**src/hdl/srtd_pkg.sv**
```systemverilog
// Shared types, widths and codes for the scaled timestamp decoder.
// No dependencies; every other file of the block uses this package.
package srtd_pkg;

    // Field widths of the request and response items
    localparam int CMD_W    = 3;
    localparam int VALUE_W  = 32;
    localparam int BITCNT_W = 6;
    localparam int SN_W     = 16;
    localparam int TS_OUT_W = 32;

    // Default timestamp width (valid range 16 to 32)
    localparam int TS_BITS_DEF = 32;

    // Register port
    localparam int APB_ADDR_W = 2;
    localparam int APB_DATA_W = 32;
    localparam logic [APB_ADDR_W-1:0] ADDR_LEGACY = 2'd0;

    // Request command codes
    localparam logic [CMD_W-1:0] CMD_RECORD   = 3'd0;
    localparam logic [CMD_W-1:0] CMD_UNSCALED = 3'd1;
    localparam logic [CMD_W-1:0] CMD_SCALED   = 3'd2;
    localparam logic [CMD_W-1:0] CMD_DEDUCE   = 3'd3;
    localparam logic [CMD_W-1:0] CMD_COMMIT   = 3'd4;

    // Datapath operations issued by the controller
    typedef enum logic [2:0] {
        OP_NONE,
        OP_LOAD,
        OP_LO,
        OP_WLSB,
        OP_DIV,
        OP_MUL,
        OP_DEDUCE,
        OP_FINISH
    } op_t;

    typedef struct packed {
        op_t op;
    } ctrl_cmd_t;

    typedef struct packed {
        logic [CMD_W-1:0] cmd;
        logic             eff_zero;
        logic             div_last;
    } dp_stat_t;

endpackage

```
**src/hdl/srtd_if.sv**
```systemverilog
// Request and response channel interfaces of the timestamp decoder.
// Depends on srtd_pkg for field widths.
interface srtd_req_if;
    logic                            valid;
    logic                            ready;
    logic [srtd_pkg::CMD_W-1:0]      command;
    logic [srtd_pkg::VALUE_W-1:0]    value;
    logic [srtd_pkg::BITCNT_W-1:0]   bit_count;
    logic [srtd_pkg::SN_W-1:0]       seq_num;

    modport source (output valid, command, value, bit_count, seq_num, input ready);
    modport sink   (input valid, command, value, bit_count, seq_num, output ready);
endinterface

interface srtd_rsp_if;
    logic                            valid;
    logic                            ready;
    logic [srtd_pkg::TS_OUT_W-1:0]   rebuilt_ts;
    logic                            status;

    modport source (output valid, rebuilt_ts, status, input ready);
    modport sink   (input valid, rebuilt_ts, status, output ready);
endinterface

```
**src/hdl/srtd_dp.sv**
```systemverilog
// Datapath: decoder context, W-LSB logic, restoring divider, multiplier
// and result register. Driven by srtd_ctrl; depends on srtd_pkg.
module srtd_dp #(
    parameter int TS_BITS = srtd_pkg::TS_BITS_DEF
) (
    input  logic                            clk,
    input  logic                            rst_n,
    input  srtd_pkg::ctrl_cmd_t             ctrl,
    output srtd_pkg::dp_stat_t              stat,
    input  logic                            legacy_mode,
    input  logic [srtd_pkg::CMD_W-1:0]      in_command,
    input  logic [srtd_pkg::VALUE_W-1:0]    in_value,
    input  logic [srtd_pkg::BITCNT_W-1:0]   in_bit_count,
    input  logic [srtd_pkg::SN_W-1:0]       in_seq_num,
    output logic [srtd_pkg::TS_OUT_W-1:0]   out_rebuilt_ts,
    output logic                            out_status
);

    localparam int CNT_W = $clog2(TS_BITS);
    localparam int KW    = srtd_pkg::BITCNT_W;

    // Request fields held for the duration of the work
    logic [srtd_pkg::CMD_W-1:0] cmd_reg,  cmd_next;
    logic [TS_BITS-1:0]         val_reg,  val_next;
    logic [KW-1:0]              k_reg,    k_next;
    logic [srtd_pkg::SN_W-1:0]  sn_reg,   sn_next;

    // Working registers
    logic [TS_BITS-1:0]         work_reg, work_next;
    logic [TS_BITS-1:0]         lo_reg,   lo_next;
    logic [TS_BITS-1:0]         rem_reg,  rem_next;
    logic [TS_BITS-1:0]         quo_reg,  quo_next;
    logic [CNT_W-1:0]           cnt_reg,  cnt_next;
    logic [TS_BITS-1:0]         prod_reg, prod_next;
    logic [srtd_pkg::TS_OUT_W-1:0] res_ts_reg, res_ts_next;
    logic                       res_st_reg, res_st_next;

    // Context
    logic [TS_BITS-1:0]         stride_reg,  stride_next;
    logic [TS_BITS-1:0]         scaled_reg,  scaled_next;
    logic [TS_BITS-1:0]         offset_reg,  offset_next;
    logic [TS_BITS-1:0]         ref_ts_reg,  ref_ts_next;
    logic [srtd_pkg::SN_W-1:0]  ref_sn_reg,  ref_sn_next;
    logic [TS_BITS-1:0]         pstride_reg, pstride_next;
    logic [TS_BITS-1:0]         pscaled_reg, pscaled_next;
    logic [TS_BITS-1:0]         poffset_reg, poffset_next;

    // Combinational helpers
    logic [TS_BITS-1:0]         eff_stride;
    logic                       k_full;
    logic [TS_BITS-1:0]         kmask;
    logic [TS_BITS-1:0]         pval;
    logic [TS_BITS-1:0]         lo_base;
    logic                       wlsb_abs;
    logic [TS_BITS-1:0]         wlsb_val;
    logic [TS_BITS:0]           rem_sh;
    logic [TS_BITS:0]           div_diff;
    logic [TS_BITS-1:0]         mul_a;
    logic [2*TS_BITS-1:0]       prod_full;
    logic signed [srtd_pkg::SN_W:0] sn_diff;
    logic [31:0]                sn_ext;
    logic [TS_BITS-1:0]         mul_ts;

    assign eff_stride = (pstride_reg != '0) ? pstride_reg : stride_reg;
    assign k_full     = (k_reg >= KW'(TS_BITS));
    assign kmask      = ~({TS_BITS{1'b1}} << k_reg);
    assign pval       = (k_reg > KW'(2)) ? ~({TS_BITS{1'b1}} << (k_reg - KW'(2))) : '0;
    assign lo_base    = (cmd_reg == srtd_pkg::CMD_SCALED) ? scaled_reg : ref_ts_reg;
    assign wlsb_abs   = k_full || (legacy_mode && cmd_reg == srtd_pkg::CMD_UNSCALED);
    // value lands in [lo, lo + 2^k - 1] with matching low bits
    assign wlsb_val   = wlsb_abs ? val_reg : (lo_reg + ((val_reg - lo_reg) & kmask));

    // One quotient bit per step
    assign rem_sh     = {rem_reg, quo_reg[TS_BITS-1]};
    assign div_diff   = rem_sh - {1'b0, eff_stride};

    assign mul_a      = (cmd_reg == srtd_pkg::CMD_DEDUCE) ? stride_reg : eff_stride;
    assign prod_full  = {{TS_BITS{1'b0}}, mul_a} * {{TS_BITS{1'b0}}, work_reg};

    assign sn_diff    = signed'({1'b0, sn_reg}) - signed'({1'b0, ref_sn_reg});
    assign sn_ext     = 32'(sn_diff);
    assign mul_ts     = prod_reg + offset_reg;

    always_comb
    begin
        cmd_next     = cmd_reg;
        val_next     = val_reg;
        k_next       = k_reg;
        sn_next      = sn_reg;
        work_next    = work_reg;
        lo_next      = lo_reg;
        rem_next     = rem_reg;
        quo_next     = quo_reg;
        cnt_next     = cnt_reg;
        prod_next    = prod_reg;
        res_ts_next  = res_ts_reg;
        res_st_next  = res_st_reg;
        stride_next  = stride_reg;
        scaled_next  = scaled_reg;
        offset_next  = offset_reg;
        ref_ts_next  = ref_ts_reg;
        ref_sn_next  = ref_sn_reg;
        pstride_next = pstride_reg;
        pscaled_next = pscaled_reg;
        poffset_next = poffset_reg;

        unique case (ctrl.op)
            srtd_pkg::OP_NONE:
            begin
            end
            srtd_pkg::OP_LOAD:
            begin
                cmd_next = in_command;
                val_next = in_value[TS_BITS-1:0];
                k_next   = in_bit_count;
                sn_next  = in_seq_num;
            end
            srtd_pkg::OP_LO:
            begin
                lo_next = lo_base - pval;
            end
            srtd_pkg::OP_WLSB:
            begin
                work_next = wlsb_val;
                quo_next  = wlsb_val;
                rem_next  = '0;
                cnt_next  = '0;
            end
            srtd_pkg::OP_DIV:
            begin
                if (!div_diff[TS_BITS])
                begin
                    rem_next = div_diff[TS_BITS-1:0];
                end
                else
                begin
                    rem_next = rem_sh[TS_BITS-1:0];
                end
                quo_next = {quo_reg[TS_BITS-2:0], ~div_diff[TS_BITS]};
                cnt_next = cnt_reg + CNT_W'(1);
            end
            srtd_pkg::OP_MUL:
            begin
                prod_next = prod_full[TS_BITS-1:0];
            end
            srtd_pkg::OP_DEDUCE:
            begin
                work_next = scaled_reg + sn_ext[TS_BITS-1:0];
            end
            srtd_pkg::OP_FINISH:
            begin
                res_ts_next = '0;
                res_st_next = 1'b0;
                unique case (cmd_reg)
                    srtd_pkg::CMD_RECORD:
                    begin
                        pstride_next = val_reg;
                    end
                    srtd_pkg::CMD_UNSCALED:
                    begin
                        res_ts_next = srtd_pkg::TS_OUT_W'(work_reg);
                        if (eff_stride != '0)
                        begin
                            pstride_next = eff_stride;
                            pscaled_next = quo_reg;
                            poffset_next = rem_reg;
                        end
                    end
                    srtd_pkg::CMD_SCALED:
                    begin
                        if (eff_stride == '0)
                        begin
                            res_st_next = 1'b1;
                        end
                        else
                        begin
                            res_ts_next  = srtd_pkg::TS_OUT_W'(mul_ts);
                            pstride_next = eff_stride;
                            pscaled_next = work_reg;
                            poffset_next = offset_reg;
                        end
                    end
                    srtd_pkg::CMD_DEDUCE:
                    begin
                        res_ts_next  = srtd_pkg::TS_OUT_W'(mul_ts);
                        pstride_next = stride_reg;
                        pscaled_next = work_reg;
                        poffset_next = offset_reg;
                    end
                    srtd_pkg::CMD_COMMIT:
                    begin
                        ref_ts_next  = val_reg;
                        ref_sn_next  = sn_reg;
                        scaled_next  = pscaled_reg;
                        stride_next  = pstride_reg;
                        offset_next  = poffset_reg;
                        pscaled_next = '0;
                        pstride_next = '0;
                        poffset_next = '0;
                    end
                    default:
                    begin
                    end
                endcase
            end
            default:
            begin
            end
        endcase
    end

    always_ff @(posedge clk or negedge rst_n)
    begin
        if (!rst_n)
        begin
            stride_reg  <= '0;
            scaled_reg  <= '0;
            offset_reg  <= '0;
            ref_ts_reg  <= '0;
            ref_sn_reg  <= '0;
            pstride_reg <= '0;
            pscaled_reg <= '0;
            poffset_reg <= '0;
        end
        else
        begin
            stride_reg  <= stride_next;
            scaled_reg  <= scaled_next;
            offset_reg  <= offset_next;
            ref_ts_reg  <= ref_ts_next;
            ref_sn_reg  <= ref_sn_next;
            pstride_reg <= pstride_next;
            pscaled_reg <= pscaled_next;
            poffset_reg <= poffset_next;
        end
    end

    always_ff @(posedge clk)
    begin
        cmd_reg    <= cmd_next;
        val_reg    <= val_next;
        k_reg      <= k_next;
        sn_reg     <= sn_next;
        work_reg   <= work_next;
        lo_reg     <= lo_next;
        rem_reg    <= rem_next;
        quo_reg    <= quo_next;
        cnt_reg    <= cnt_next;
        prod_reg   <= prod_next;
        res_ts_reg <= res_ts_next;
        res_st_reg <= res_st_next;
    end

    assign stat.cmd      = cmd_reg;
    assign stat.eff_zero = (eff_stride == '0);
    assign stat.div_last = (cnt_reg == CNT_W'(TS_BITS - 1));

    assign out_rebuilt_ts = res_ts_reg;
    assign out_status     = res_st_reg;

endmodule

```
**src/hdl/srtd_ctrl.sv**
```systemverilog
// Controller: sequences each request through the datapath and owns the
// request/response handshakes. Depends on srtd_pkg.
module srtd_ctrl (
    input  logic                 clk,
    input  logic                 rst_n,
    input  logic                 in_valid,
    output logic                 in_ready,
    output logic                 out_valid,
    input  logic                 out_ready,
    input  srtd_pkg::dp_stat_t   stat,
    output srtd_pkg::ctrl_cmd_t  ctrl
);

    localparam logic [2:0] S_IDLE   = 3'd0;
    localparam logic [2:0] S_DECODE = 3'd1;
    localparam logic [2:0] S_LO     = 3'd2;
    localparam logic [2:0] S_WLSB   = 3'd3;
    localparam logic [2:0] S_DIV    = 3'd4;
    localparam logic [2:0] S_MUL    = 3'd5;
    localparam logic [2:0] S_FINISH = 3'd6;

    logic [2:0] state_reg, state_next;
    logic       out_valid_reg, out_valid_next;
    logic       req_fire;
    logic       out_free;

    assign in_ready  = (state_reg == S_IDLE);
    assign req_fire  = in_valid && in_ready;
    assign out_free  = !out_valid_reg || out_ready;
    assign out_valid = out_valid_reg;

    always_comb
    begin
        state_next = state_reg;
        ctrl.op    = srtd_pkg::OP_NONE;
        unique case (state_reg)
            S_IDLE:
            begin
                if (in_valid)
                begin
                    ctrl.op    = srtd_pkg::OP_LOAD;
                    state_next = S_DECODE;
                end
            end
            S_DECODE:
            begin
                unique case (stat.cmd)
                    srtd_pkg::CMD_UNSCALED:
                    begin
                        state_next = S_LO;
                    end
                    srtd_pkg::CMD_SCALED:
                    begin
                        state_next = stat.eff_zero ? S_FINISH : S_LO;
                    end
                    srtd_pkg::CMD_DEDUCE:
                    begin
                        ctrl.op    = srtd_pkg::OP_DEDUCE;
                        state_next = S_MUL;
                    end
                    default:
                    begin
                        state_next = S_FINISH;
                    end
                endcase
            end
            S_LO:
            begin
                ctrl.op    = srtd_pkg::OP_LO;
                state_next = S_WLSB;
            end
            S_WLSB:
            begin
                ctrl.op = srtd_pkg::OP_WLSB;
                if (stat.cmd == srtd_pkg::CMD_SCALED)
                begin
                    state_next = S_MUL;
                end
                else
                begin
                    // no stride: the decoded value is the result, skip the divide
                    state_next = stat.eff_zero ? S_FINISH : S_DIV;
                end
            end
            S_DIV:
            begin
                ctrl.op = srtd_pkg::OP_DIV;
                if (stat.div_last)
                begin
                    state_next = S_FINISH;
                end
            end
            S_MUL:
            begin
                ctrl.op    = srtd_pkg::OP_MUL;
                state_next = S_FINISH;
            end
            S_FINISH:
            begin
                if (out_free)
                begin
                    ctrl.op    = srtd_pkg::OP_FINISH;
                    state_next = S_IDLE;
                end
            end
            default:
            begin
                state_next = S_IDLE;
            end
        endcase
    end

    always_comb
    begin
        out_valid_next = out_valid_reg;
        if (out_valid_reg && out_ready)
        begin
            out_valid_next = 1'b0;
        end
        if (ctrl.op == srtd_pkg::OP_FINISH)
        begin
            out_valid_next = 1'b1;
        end
    end

    always_ff @(posedge clk or negedge rst_n)
    begin
        if (!rst_n)
        begin
            state_reg     <= S_IDLE;
            out_valid_reg <= 1'b0;
        end
        else
        begin
            state_reg     <= state_next;
            out_valid_reg <= out_valid_next;
        end
    end

    a_fire_to_decode: assert property (@(posedge clk) disable iff (!rst_n)
        req_fire |=> state_reg == S_DECODE)
        else $error("accepted request did not move to decode");

    a_finish_waits: assert property (@(posedge clk) disable iff (!rst_n)
        (state_reg == S_FINISH && !out_free) |=> (state_reg == S_FINISH && out_valid_reg))
        else $error("finish overran a pending response");

    a_div_runs: assert property (@(posedge clk) disable iff (!rst_n)
        (state_reg == S_DIV && !stat.div_last) |=> state_reg == S_DIV)
        else $error("divider left before its last step");

    a_finish_sets_valid: assert property (@(posedge clk) disable iff (!rst_n)
        (ctrl.op == srtd_pkg::OP_FINISH) |=> (out_valid_reg && state_reg == S_IDLE))
        else $error("finished request produced no response");

endmodule

```
**src/hdl/scaled_rtp_timestamp_decoder.sv**
```systemverilog
// Top level of the scaled timestamp decoder: register port, controller and
// datapath. Depends on srtd_pkg, srtd_if, srtd_ctrl and srtd_dp.
//
// Each request yields exactly one response; one request is worked on at a
// time, and the next one is taken while the previous response waits. Steps:
// record, commit and unknown codes go from decode straight to finish;
// decode-from-sequence-number adds the multiply; scaled decode adds the low
// bound, W-LSB and multiply (none with a zero stride); unscaled decode adds
// the low bound, W-LSB and restoring divider, one quotient bit a cycle (no
// divider with no stride). The legacy-absolute bit lives at byte address 0
// of the register port and must be written only while the block is idle.
module scaled_rtp_timestamp_decoder #(
    parameter int TS_BITS = srtd_pkg::TS_BITS_DEF
) (
    input  logic                               clk,
    input  logic                               rst_n,
    srtd_req_if.sink                           req,
    srtd_rsp_if.source                         rsp,
    input  logic                               psel,
    input  logic                               penable,
    input  logic                               pwrite,
    input  logic [srtd_pkg::APB_ADDR_W-1:0]    paddr,
    input  logic [srtd_pkg::APB_DATA_W-1:0]    pwdata,
    output logic [srtd_pkg::APB_DATA_W-1:0]    prdata,
    output logic                               pready
);

    logic                 legacy_reg, legacy_next;
    logic                 cfg_write;
    srtd_pkg::ctrl_cmd_t  ctrl;
    srtd_pkg::dp_stat_t   stat;

    assign pready    = 1'b1;
    assign cfg_write = psel && penable && pwrite && pready
                       && (paddr == srtd_pkg::ADDR_LEGACY);
    assign legacy_next = cfg_write ? pwdata[0] : legacy_reg;
    assign prdata    = (paddr == srtd_pkg::ADDR_LEGACY)
                       ? srtd_pkg::APB_DATA_W'(legacy_reg) : '0;

    always_ff @(posedge clk or negedge rst_n)
    begin
        if (!rst_n)
        begin
            legacy_reg <= 1'b0;
        end
        else
        begin
            legacy_reg <= legacy_next;
        end
    end

    srtd_ctrl u_ctrl (
        .clk       (clk),
        .rst_n     (rst_n),
        .in_valid  (req.valid),
        .in_ready  (req.ready),
        .out_valid (rsp.valid),
        .out_ready (rsp.ready),
        .stat      (stat),
        .ctrl      (ctrl)
    );

    srtd_dp #(
        .TS_BITS (TS_BITS)
    ) u_dp (
        .clk            (clk),
        .rst_n          (rst_n),
        .ctrl           (ctrl),
        .stat           (stat),
        .legacy_mode    (legacy_reg),
        .in_command     (req.command),
        .in_value       (req.value),
        .in_bit_count   (req.bit_count),
        .in_seq_num     (req.seq_num),
        .out_rebuilt_ts (rsp.rebuilt_ts),
        .out_status     (rsp.status)
    );

endmodule

```
**src/flat_wrapper.sv**
```systemverilog
// flat-port wrapper written by rule: the top's interface ports become plain ports
module scaled_rtp_timestamp_decoder_flat 
#(
    parameter int TS_BITS = srtd_pkg::TS_BITS_DEF
)
  (clk, rst_n, psel, penable, pwrite, paddr, pwdata, prdata, pready, req_valid, req_command, req_value, req_bit_count, req_seq_num, req_ready, rsp_valid, rsp_rebuilt_ts, rsp_status, rsp_ready);
  srtd_req_if req_i ();
  srtd_rsp_if rsp_i ();
  input  logic clk;
  input  logic rst_n;
  input  logic psel;
  input  logic penable;
  input  logic pwrite;
  input  logic [srtd_pkg::APB_ADDR_W-1:0] paddr;
  input  logic [srtd_pkg::APB_DATA_W-1:0] pwdata;
  output logic [srtd_pkg::APB_DATA_W-1:0] prdata;
  output logic pready;
  input wire logic [$bits(req_i.valid)-1:0] req_valid;
  input wire logic [$bits(req_i.command)-1:0] req_command;
  input wire logic [$bits(req_i.value)-1:0] req_value;
  input wire logic [$bits(req_i.bit_count)-1:0] req_bit_count;
  input wire logic [$bits(req_i.seq_num)-1:0] req_seq_num;
  output wire logic [$bits(req_i.ready)-1:0] req_ready;
  output wire logic [$bits(rsp_i.valid)-1:0] rsp_valid;
  output wire logic [$bits(rsp_i.rebuilt_ts)-1:0] rsp_rebuilt_ts;
  output wire logic [$bits(rsp_i.status)-1:0] rsp_status;
  input wire logic [$bits(rsp_i.ready)-1:0] rsp_ready;
  assign req_i.valid = req_valid;
  assign req_i.command = req_command;
  assign req_i.value = req_value;
  assign req_i.bit_count = req_bit_count;
  assign req_i.seq_num = req_seq_num;
  assign req_ready = req_i.ready;
  assign rsp_valid = rsp_i.valid;
  assign rsp_rebuilt_ts = rsp_i.rebuilt_ts;
  assign rsp_status = rsp_i.status;
  assign rsp_i.ready = rsp_ready;
  scaled_rtp_timestamp_decoder #(.TS_BITS(TS_BITS)) u_core (.clk(clk), .rst_n(rst_n), .req(req_i), .rsp(rsp_i), .psel(psel), .penable(penable), .pwrite(pwrite), .paddr(paddr), .pwdata(pwdata), .prdata(prdata), .pready(pready));
endmodule
```
**config.mk**
```make
export PLATFORM = sky130hd
export DESIGN_NAME = scaled_rtp_timestamp_decoder_flat
export DESIGN_NICKNAME = d
export VERILOG_FILES = /design/src/hdl/srtd_pkg.sv /design/src/hdl/srtd_if.sv /design/src/hdl/srtd_dp.sv /design/src/hdl/srtd_ctrl.sv /design/src/hdl/scaled_rtp_timestamp_decoder.sv /design/src/flat_wrapper.sv
export SDC_FILE = /design/constraint.sdc
export NUM_CORES = 2
export LEC_CHECK = 0
export BUFFER_PORTS_ARGS = -buffer_cell sky130_fd_sc_hd__clkbuf_2
export CAP_MARGIN = 25
export CORE_ASPECT_RATIO = 0.75
export CORE_MARGIN = 4
export CORE_UTILIZATION = 37
export CTS_BUF_LIST = sky130_fd_sc_hd__clkbuf_2 sky130_fd_sc_hd__clkbuf_4 sky130_fd_sc_hd__clkbuf_8
export CTS_CLUSTER_DIAMETER = 120
export DETAILED_ROUTE_END_ITERATION = 8
export GPL_TIMING_DRIVEN = 0
export PLACE_DENSITY_LB_ADDON = 0.3
export SYNTH_ARGS = -nofsm -noshare
export SYNTH_HDL_FRONTEND = slang
export SYNTH_SLANG_ARGS = --single-unit
```
**constraint.sdc**
```tcl
create_clock -name clk -period 9 [get_ports clk]
set_input_delay 0.9 -clock clk [delete_from_list [all_inputs] [get_ports clk]]
set_output_delay 0.9 -clock clk [all_outputs]
set_load 0.01 [all_outputs]
```
# Word-level counts from Yosys, hierarchy flattened
# Cells that the tools add are included.
[totals] ff_bits=500 latch_bits=0 ram_bits=0 mem_bits_ro=0 in_bits=98 output_inout_bits=68 memories=0
[classes] addsub=9 mul=1 div=0 magnitude_cmp=2 eq_ne=23 n_shift=2 n_mux=37 bitwise=4 n_reduce_logical=23
[ops] operator="$mux 32" n=13
[ops] operator="$pmux 32 s4" n=2
[ops] operator="$pmux 32 s2" n=3
[ops] operator="$pmux 32 s5" n=1
[ops] operator="$add 32x32->32" n=3
[ops] operator="$pmux 32 s3" n=1
[ops] operator="$not 32->32" n=2
[ops] operator="$reduce_bool 32->1" n=2
[ops] operator="$shl 32x6->32 const A" n=2
[ops] operator="$sub 32x32->32" n=2
[ops] operator="$pmux 3 s7" n=2
[ops] operator="$sub 33x32->33" n=1
[ops] operator="$and 32x32->32" n=1
[ops] operator="$logic_not 32->1" n=1
[ops] operator="$mul 32x32->32" n=1
[ops] operator="$eq 3x3->1 const B" n=8
[ops] operator="$eq 3x2->1 const B" n=6
[ops] operator="$mux 3" n=6
[ops] operator="$sub 16x16->17" n=1
[ops] operator="$pmux 5 s2" n=1
[ops] operator="$eq 3x1->1 const B" n=3
[ops] operator="$pmux 3 s3" n=1
[ops] operator="$reduce_and 4->1" n=2
[ops] operator="$ge 6x6->1 const B" n=1
[ops] operator="other kinds (19)" n=35

# Logic depth before layout (Yosys ltp)
[logic_depth] ltp_word=6 depth_mapped=35 depth_no_buf=32

# By module
# A second synthesis with hierarchy kept.
[unflattened] hier_cells=4881 hier_area_um2=47217.8
[modules_own_cells] mod="srtd_dp" instances=1 cells_each=4795 area_per_inst_um2=46529.6 seq_area_each_um2=13663.1
[modules_own_cells] mod="srtd_ctrl" instances=1 cells_each=47 area_per_inst_um2=386.6 seq_area_each_um2=100.1
[modules_own_cells] mod="scaled_rtp_timestamp_decoder" instances=1 cells_each=39 area_per_inst_um2=301.5 seq_area_each_um2=25.0

# Least setup slack after synthesis
# Ideal clock, no wire load.
[synth_path] path_type="register -> register" start="reg u_core.u_dp.cmd_reg[1] (netlist name)" end="reg u_core.u_dp.prod_reg[30], data pin" arrival_ns=8.323 t_required_ns=8.742 path_slack_ns=0.419 stages_incl_launch_ff=33 path_buffers=6 period_less_slack_ns=8.581 path_cell_list="edfxtp_1 -> nor2b_1 -> clkbuf_1 -> nand2_1 -> buf_2 -> buf_2 -> clkbuf_1 -> buf_1 -> nor2_1 -> a21oi_1 -> clkbuf_1 -> and2_1 -> fa_1 -> fa_1 -> fa_1 -> inv_1 -> fa_1 -> inv_1 -> fa_1 -> ha_1 -> fa_1 -> fa_1 -> ha_1 -> a21oi_1 -> nor2b_1 -> or2_2 -> nor4_1 -> o21bai_1 -> a31oi_1 -> o21ai_0 -> a41o_1 -> o41a_1 -> xor2_1"
[synth_between] elab_chain_len=3
[synth_lines] item="from (decl)" line_no="srtd_dp.sv:23" rtl="logic [srtd_pkg::CMD_W-1:0] cmd_reg, cmd_next;"
[synth_lines] item="from (signal assigned)" line_no="srtd_dp.sv:240" rtl="cmd_reg <= cmd_next;"
[synth_lines] item="$eq 3x2->1" line_no="srtd_dp.sv:77" rtl="assign mul_a = (cmd_reg == srtd_pkg::CMD_DEDUCE) ? stride_reg : eff_stride;"
[synth_lines] item="$mux 32" line_no="srtd_dp.sv:77"
[synth_lines] item="$mul 32x32->32" line_no="srtd_dp.sv:78" rtl="assign prod_full = {{TS_BITS{1'b0}}, mul_a} * {{TS_BITS{1'b0}}, work_reg};"
[synth_lines] item="via u_core.u_dp.prod_full[30]" line_no="srtd_dp.sv:59" rtl="logic [2*TS_BITS-1:0] prod_full;"
[synth_lines] item="to (signal assigned)" line_no="srtd_dp.sv:249" rtl="prod_reg <= prod_next;"
[synth_lines] item="to (decl)" line_no="srtd_dp.sv:34" rtl="logic [TS_BITS-1:0] prod_reg, prod_next;"
# The timed path passes the listed nets, and every way through them passes these cells.
# A chain may end at the register's enable or synchronous reset.

# Final worst setup path
[layout_path] start="reg u_core.u_dp.pstride_reg[14]" end="reg u_core.u_dp.prod_reg[30], data pin"
[layout_between] elab_chain_len=4
[layout_lines] item="from (decl)" line_no="srtd_dp.sv:44" rtl="logic [TS_BITS-1:0] pstride_reg, pstride_next;"
[layout_lines] item="from (signal assigned)" line_no="srtd_dp.sv:232" rtl="pstride_reg <= pstride_next;"
[layout_lines] item="$reduce_bool 32->1" line_no="srtd_dp.sv:64" rtl="assign eff_stride = (pstride_reg != '0) ? pstride_reg : stride_reg;"
[layout_lines] item="$mux 32 (*)" line_no="srtd_dp.sv:64"
[layout_lines] item="$mux 32 (*)" line_no="srtd_dp.sv:77"
[layout_lines] item="$mul 32x32->32 (*)" line_no="srtd_dp.sv:78"
[layout_lines] item="via u_core.u_dp.prod_full[30]" line_no="srtd_dp.sv:59"
# The timed path passes the listed nets; every way through them passes the cells marked *.

==> metrics.md <==
| Metric | Value |
|---|---|
| Outcome | `finished, final reports clean` |
| Starting Density | `37.5%` |
| Synth-to-Final Area Change | `13.1%` |
| Synth cell types | `87` |
| Vias | `38275` |
| Worst skew pair latency | `0.79 ns` |
| Cell Area, Synth | `47000 um2` |
| Worst relative slew slack | `between 20% and 30%` |
| Clk sink count | `500` |
| Tightest Pin Transition | `1.14 ns` |
| Min Tclk post-route | `8.74 ns` |
| # nets final | `~6000` |
| Fmax | `0.114 GHz` |
| Avg Inst Size Synth | `roughly 9.6 um2` |
| Ys async rst share | `49.0%` |
| Num CTS Buffers | `83` |
| Fill count | `~12000` |
| First-pass GRT wire length | `248000 um` |
| First-pass DRT Iterations | `5` |
| CTS tree | `built` |
| Synth area leader | `fa_1` |
| Worst-path maximum fanout | `10` |
| Die height | `around 320 um` |
| Largest net degree at the start of global routing | `97` |
| Core ar. | `125000 um2` |
| I/O Pins | `166` |
| Max-Cap Viols | `0` |
| Synthesis-stage register bit count | `500` |
| Residual DRC | `0` |
| Design area | `53100 um2` |
| Crit end category | `flip-flop` |
| H-tree depth | `3` |
| Skew final | `~0.041 ns` |
| CTS Hold Bufs | `0` |
| Antenna-violating nets left | `0` |
| Hold Vio Cnt, Final | `0` |
| Footprint of the multi-input gates | `30800 um2` |
| Post-Route WL | `170000 um` |
| Chip width | `~420 um` |
| Worst path slowest cell | `fa_1` |
| CTS Root Cell | `clkbuf_8` |
| CP startpoint kind | `flip-flop` |
| First DRT Iteration DRCs | `4086` |
| Worst path most repeated cell | `fa_1` |
| Initial antenna violation count | `22` |
| Slew Viols, Final | `0` |
| Final setup violation count | `0` |
| Critical path type | `flip-flop to flip-flop` |
| Vias in the first global route | `37397` |
| Gp weighted congestion | `0.973` |
| Fin crit share | `97.1%` |
| Die area | `~130000 um2` |
| IO Port Bufs | `102` |
| FF+latch area | `13800 um2` |
| Ys flop type | `edfxtp_1` |
| Hold WC Path Type | `input pin to asynchronous set/reset pin` |
| Setup_tns | `0 ns` |
| Max Root-Sink Buffers | `3` |
| Post-DR wirelength/cell | `24.7 um` |
| Top post-synthesis cells by area | `fa_1 18%, edfxtp_1 16%, dfrtp_1 13%, ha_1 8.9%, mux2_2 4.4%` |
| Syn Inst Count | `a little under 5000` |
| Total GRT Usage | `25.3%` |
| Gr ovfl total | `0` |
| DP Area | `50100 um2` |
| Critical Path RT | `between 9 and 10 ns` |
| Final HPWL DP | `135000 um` |
| Vias per std cell | `5.57` |
| Worst Path Arrival | `9.26 ns` |
| CTS clk-pin slew, worst paths | `0.08 ns` |
| Synth warnings | `0` |
| Post-synth EDFFs | `255` |
| Synth top area share | `~18%` |
| Seq/Total Area, Yosys | `between 20% and 30%` |
| FP Rows | `approximately 110` |
| Max incr delay on CP | `roughly 0.57 ns` |
| Share of cells above drive strength 1 | `13.1%` |
per-layer routing:
| layer | wire length [um] | vias to the layer above | global-route usage, % |
|---|---|---|---|
| met1 | 75500 | 19162 | 37.1 |
| li1 | - | 17034 | - |
| met5 | 27 | - | 0 |
| met3 | 16200 | 303 | 5.10 |
| met2 | 72400 | 1772 | 37.7 |
| met4 | 5430 | 4 | 7.12 |
cells in the mapped netlist (all sizes together), types with 5 or more instances:
master     n
buf       61
xnor2    177
xnor3      5
a21o      84
a21oi    355
a21boi    19
o31a       8
xor2      63
o21a      37
mux2i     18
edfxtp   255
o31ai     13
dfrtp    245
and2     309
nor3      48
or3       21
nor4      24
ha       334
o21bai    30
nand4     11
fa       415
and3      24
or2       14
inv      518
o21ai    237
nor2     297
a22o      40
o2111ai    6
a211o      6
a22oi     64
nand2    433
mux2     185
a211oi    22
a2111oi   11
o211ai    41
a31o       7
nand3b     7
nand3     70
clkbuf   198
a31oi     29
nor2b     33
nand2b    33
cell families after synthesis:
logic type | synth area share [%]
simple gates | 13.8
compound gates | 14.2
buf+inv | 6.57
fa+ha+maj | 26.6
flops | 29.3
xor+xnor | 4.71
mux | 4.82
other cells | 0.0160
area by class of cell:
cell class                 count  share of cell area (%)
tap                         1653                    3.89
sequential                   500                    26.0
clock buffer                 114                    2.74
multi-input combinational   3626                    57.9
buffer                       253                    2.61
clock inverter                39                   0.843
antenna                        3                  0.0141
timing repair buffer         167                    2.35
inverter                     518                    3.66
layout by cell type (no fill, tap or decap), types with 29 or more instances in the layout:
cell      netlist  routed
nand2b_1       33      33
conb_1          2      32
o21bai_1       30      29
o21ai_0       234     227
a21oi_1       352     340
nand2_1       433     426
inv_1         518     518
buf_4          33      78
a21o_1         84      84
nor3_1         48      44
xnor2_1       177     177
dfrtp_1       245     234
edfxtp_1      255     255
mux2_2        185     181
o211ai_1       41      41
fa_1          415     407
a22o_1         35      32
o21a_1         37      37
clkbuf_2        1     108
nor2_1        297     296
a22oi_1        64      64
ha_1          334     328
clkbuf_8        0     103
and2_1        309     307
xor2_1         63      63
nor2b_1        33      33
nand3_1        70      70
clkbuf_1      196     156
worst max-delay path, delay by kind of cell (launching register included):
kind	cells	cell delay (ns)
adders and majority gates	9	3.94
and+or+nand+nor	8	1.77
AOI/OAI and AO/OA	6	1.28
buffers and inverters	7	0.86
DFF	1	0.46
xor gates and xnor gates	1	0.14
metrics by stage:
stage	utilization, %	setup WS, ns	hold WS (ns)	cells
floorplan	-	0.419	0.449	4903
global placement	39.7	-1.87	0.468	6658
CTS	42.0	0.0136	0.0821	6847
detailed placement	40.0	-2.03	0.483	6679
global route	42.4	-0.0250	0.115	6870
finish	42.4	0.258	0.118	6873
repair_timing:
action                     4_1_cts  5_1_grt
setup buffers                   19       24
setup endpoints to repair       20        7
gates resized for setup        128       98
pin swaps                       11       31
worst paths after layout:
kind | start | to | slack [ns] | cells past startpoint
min in group clk | req_bit_count[3] | u_core.u_dp.k_reg[3] | 0.29 | 1
hold reg to reg | u_core.u_dp.ref_ts_reg[14] | u_core.u_dp.ref_ts_reg[14] | 0.50 | 1
setup reg to reg | u_core.u_dp.pstride_reg[14] | u_core.u_dp.prod_reg[30] | 0.26 | 31
max in group asynchronous | rst_n | u_core.u_dp.scaled_reg[9] | 7.48 | 3
hold / removal | rst_n | u_core.u_dp.offset_reg[7] | 0.12 | 1
setup / recovery | u_core.u_dp.pstride_reg[14] | u_core.u_dp.prod_reg[30] | 0.26 | 31
Power is left out: the tool's default activity adds up to more than one toggle a clock period on the data nets, which glitch-free logic cannot reach.
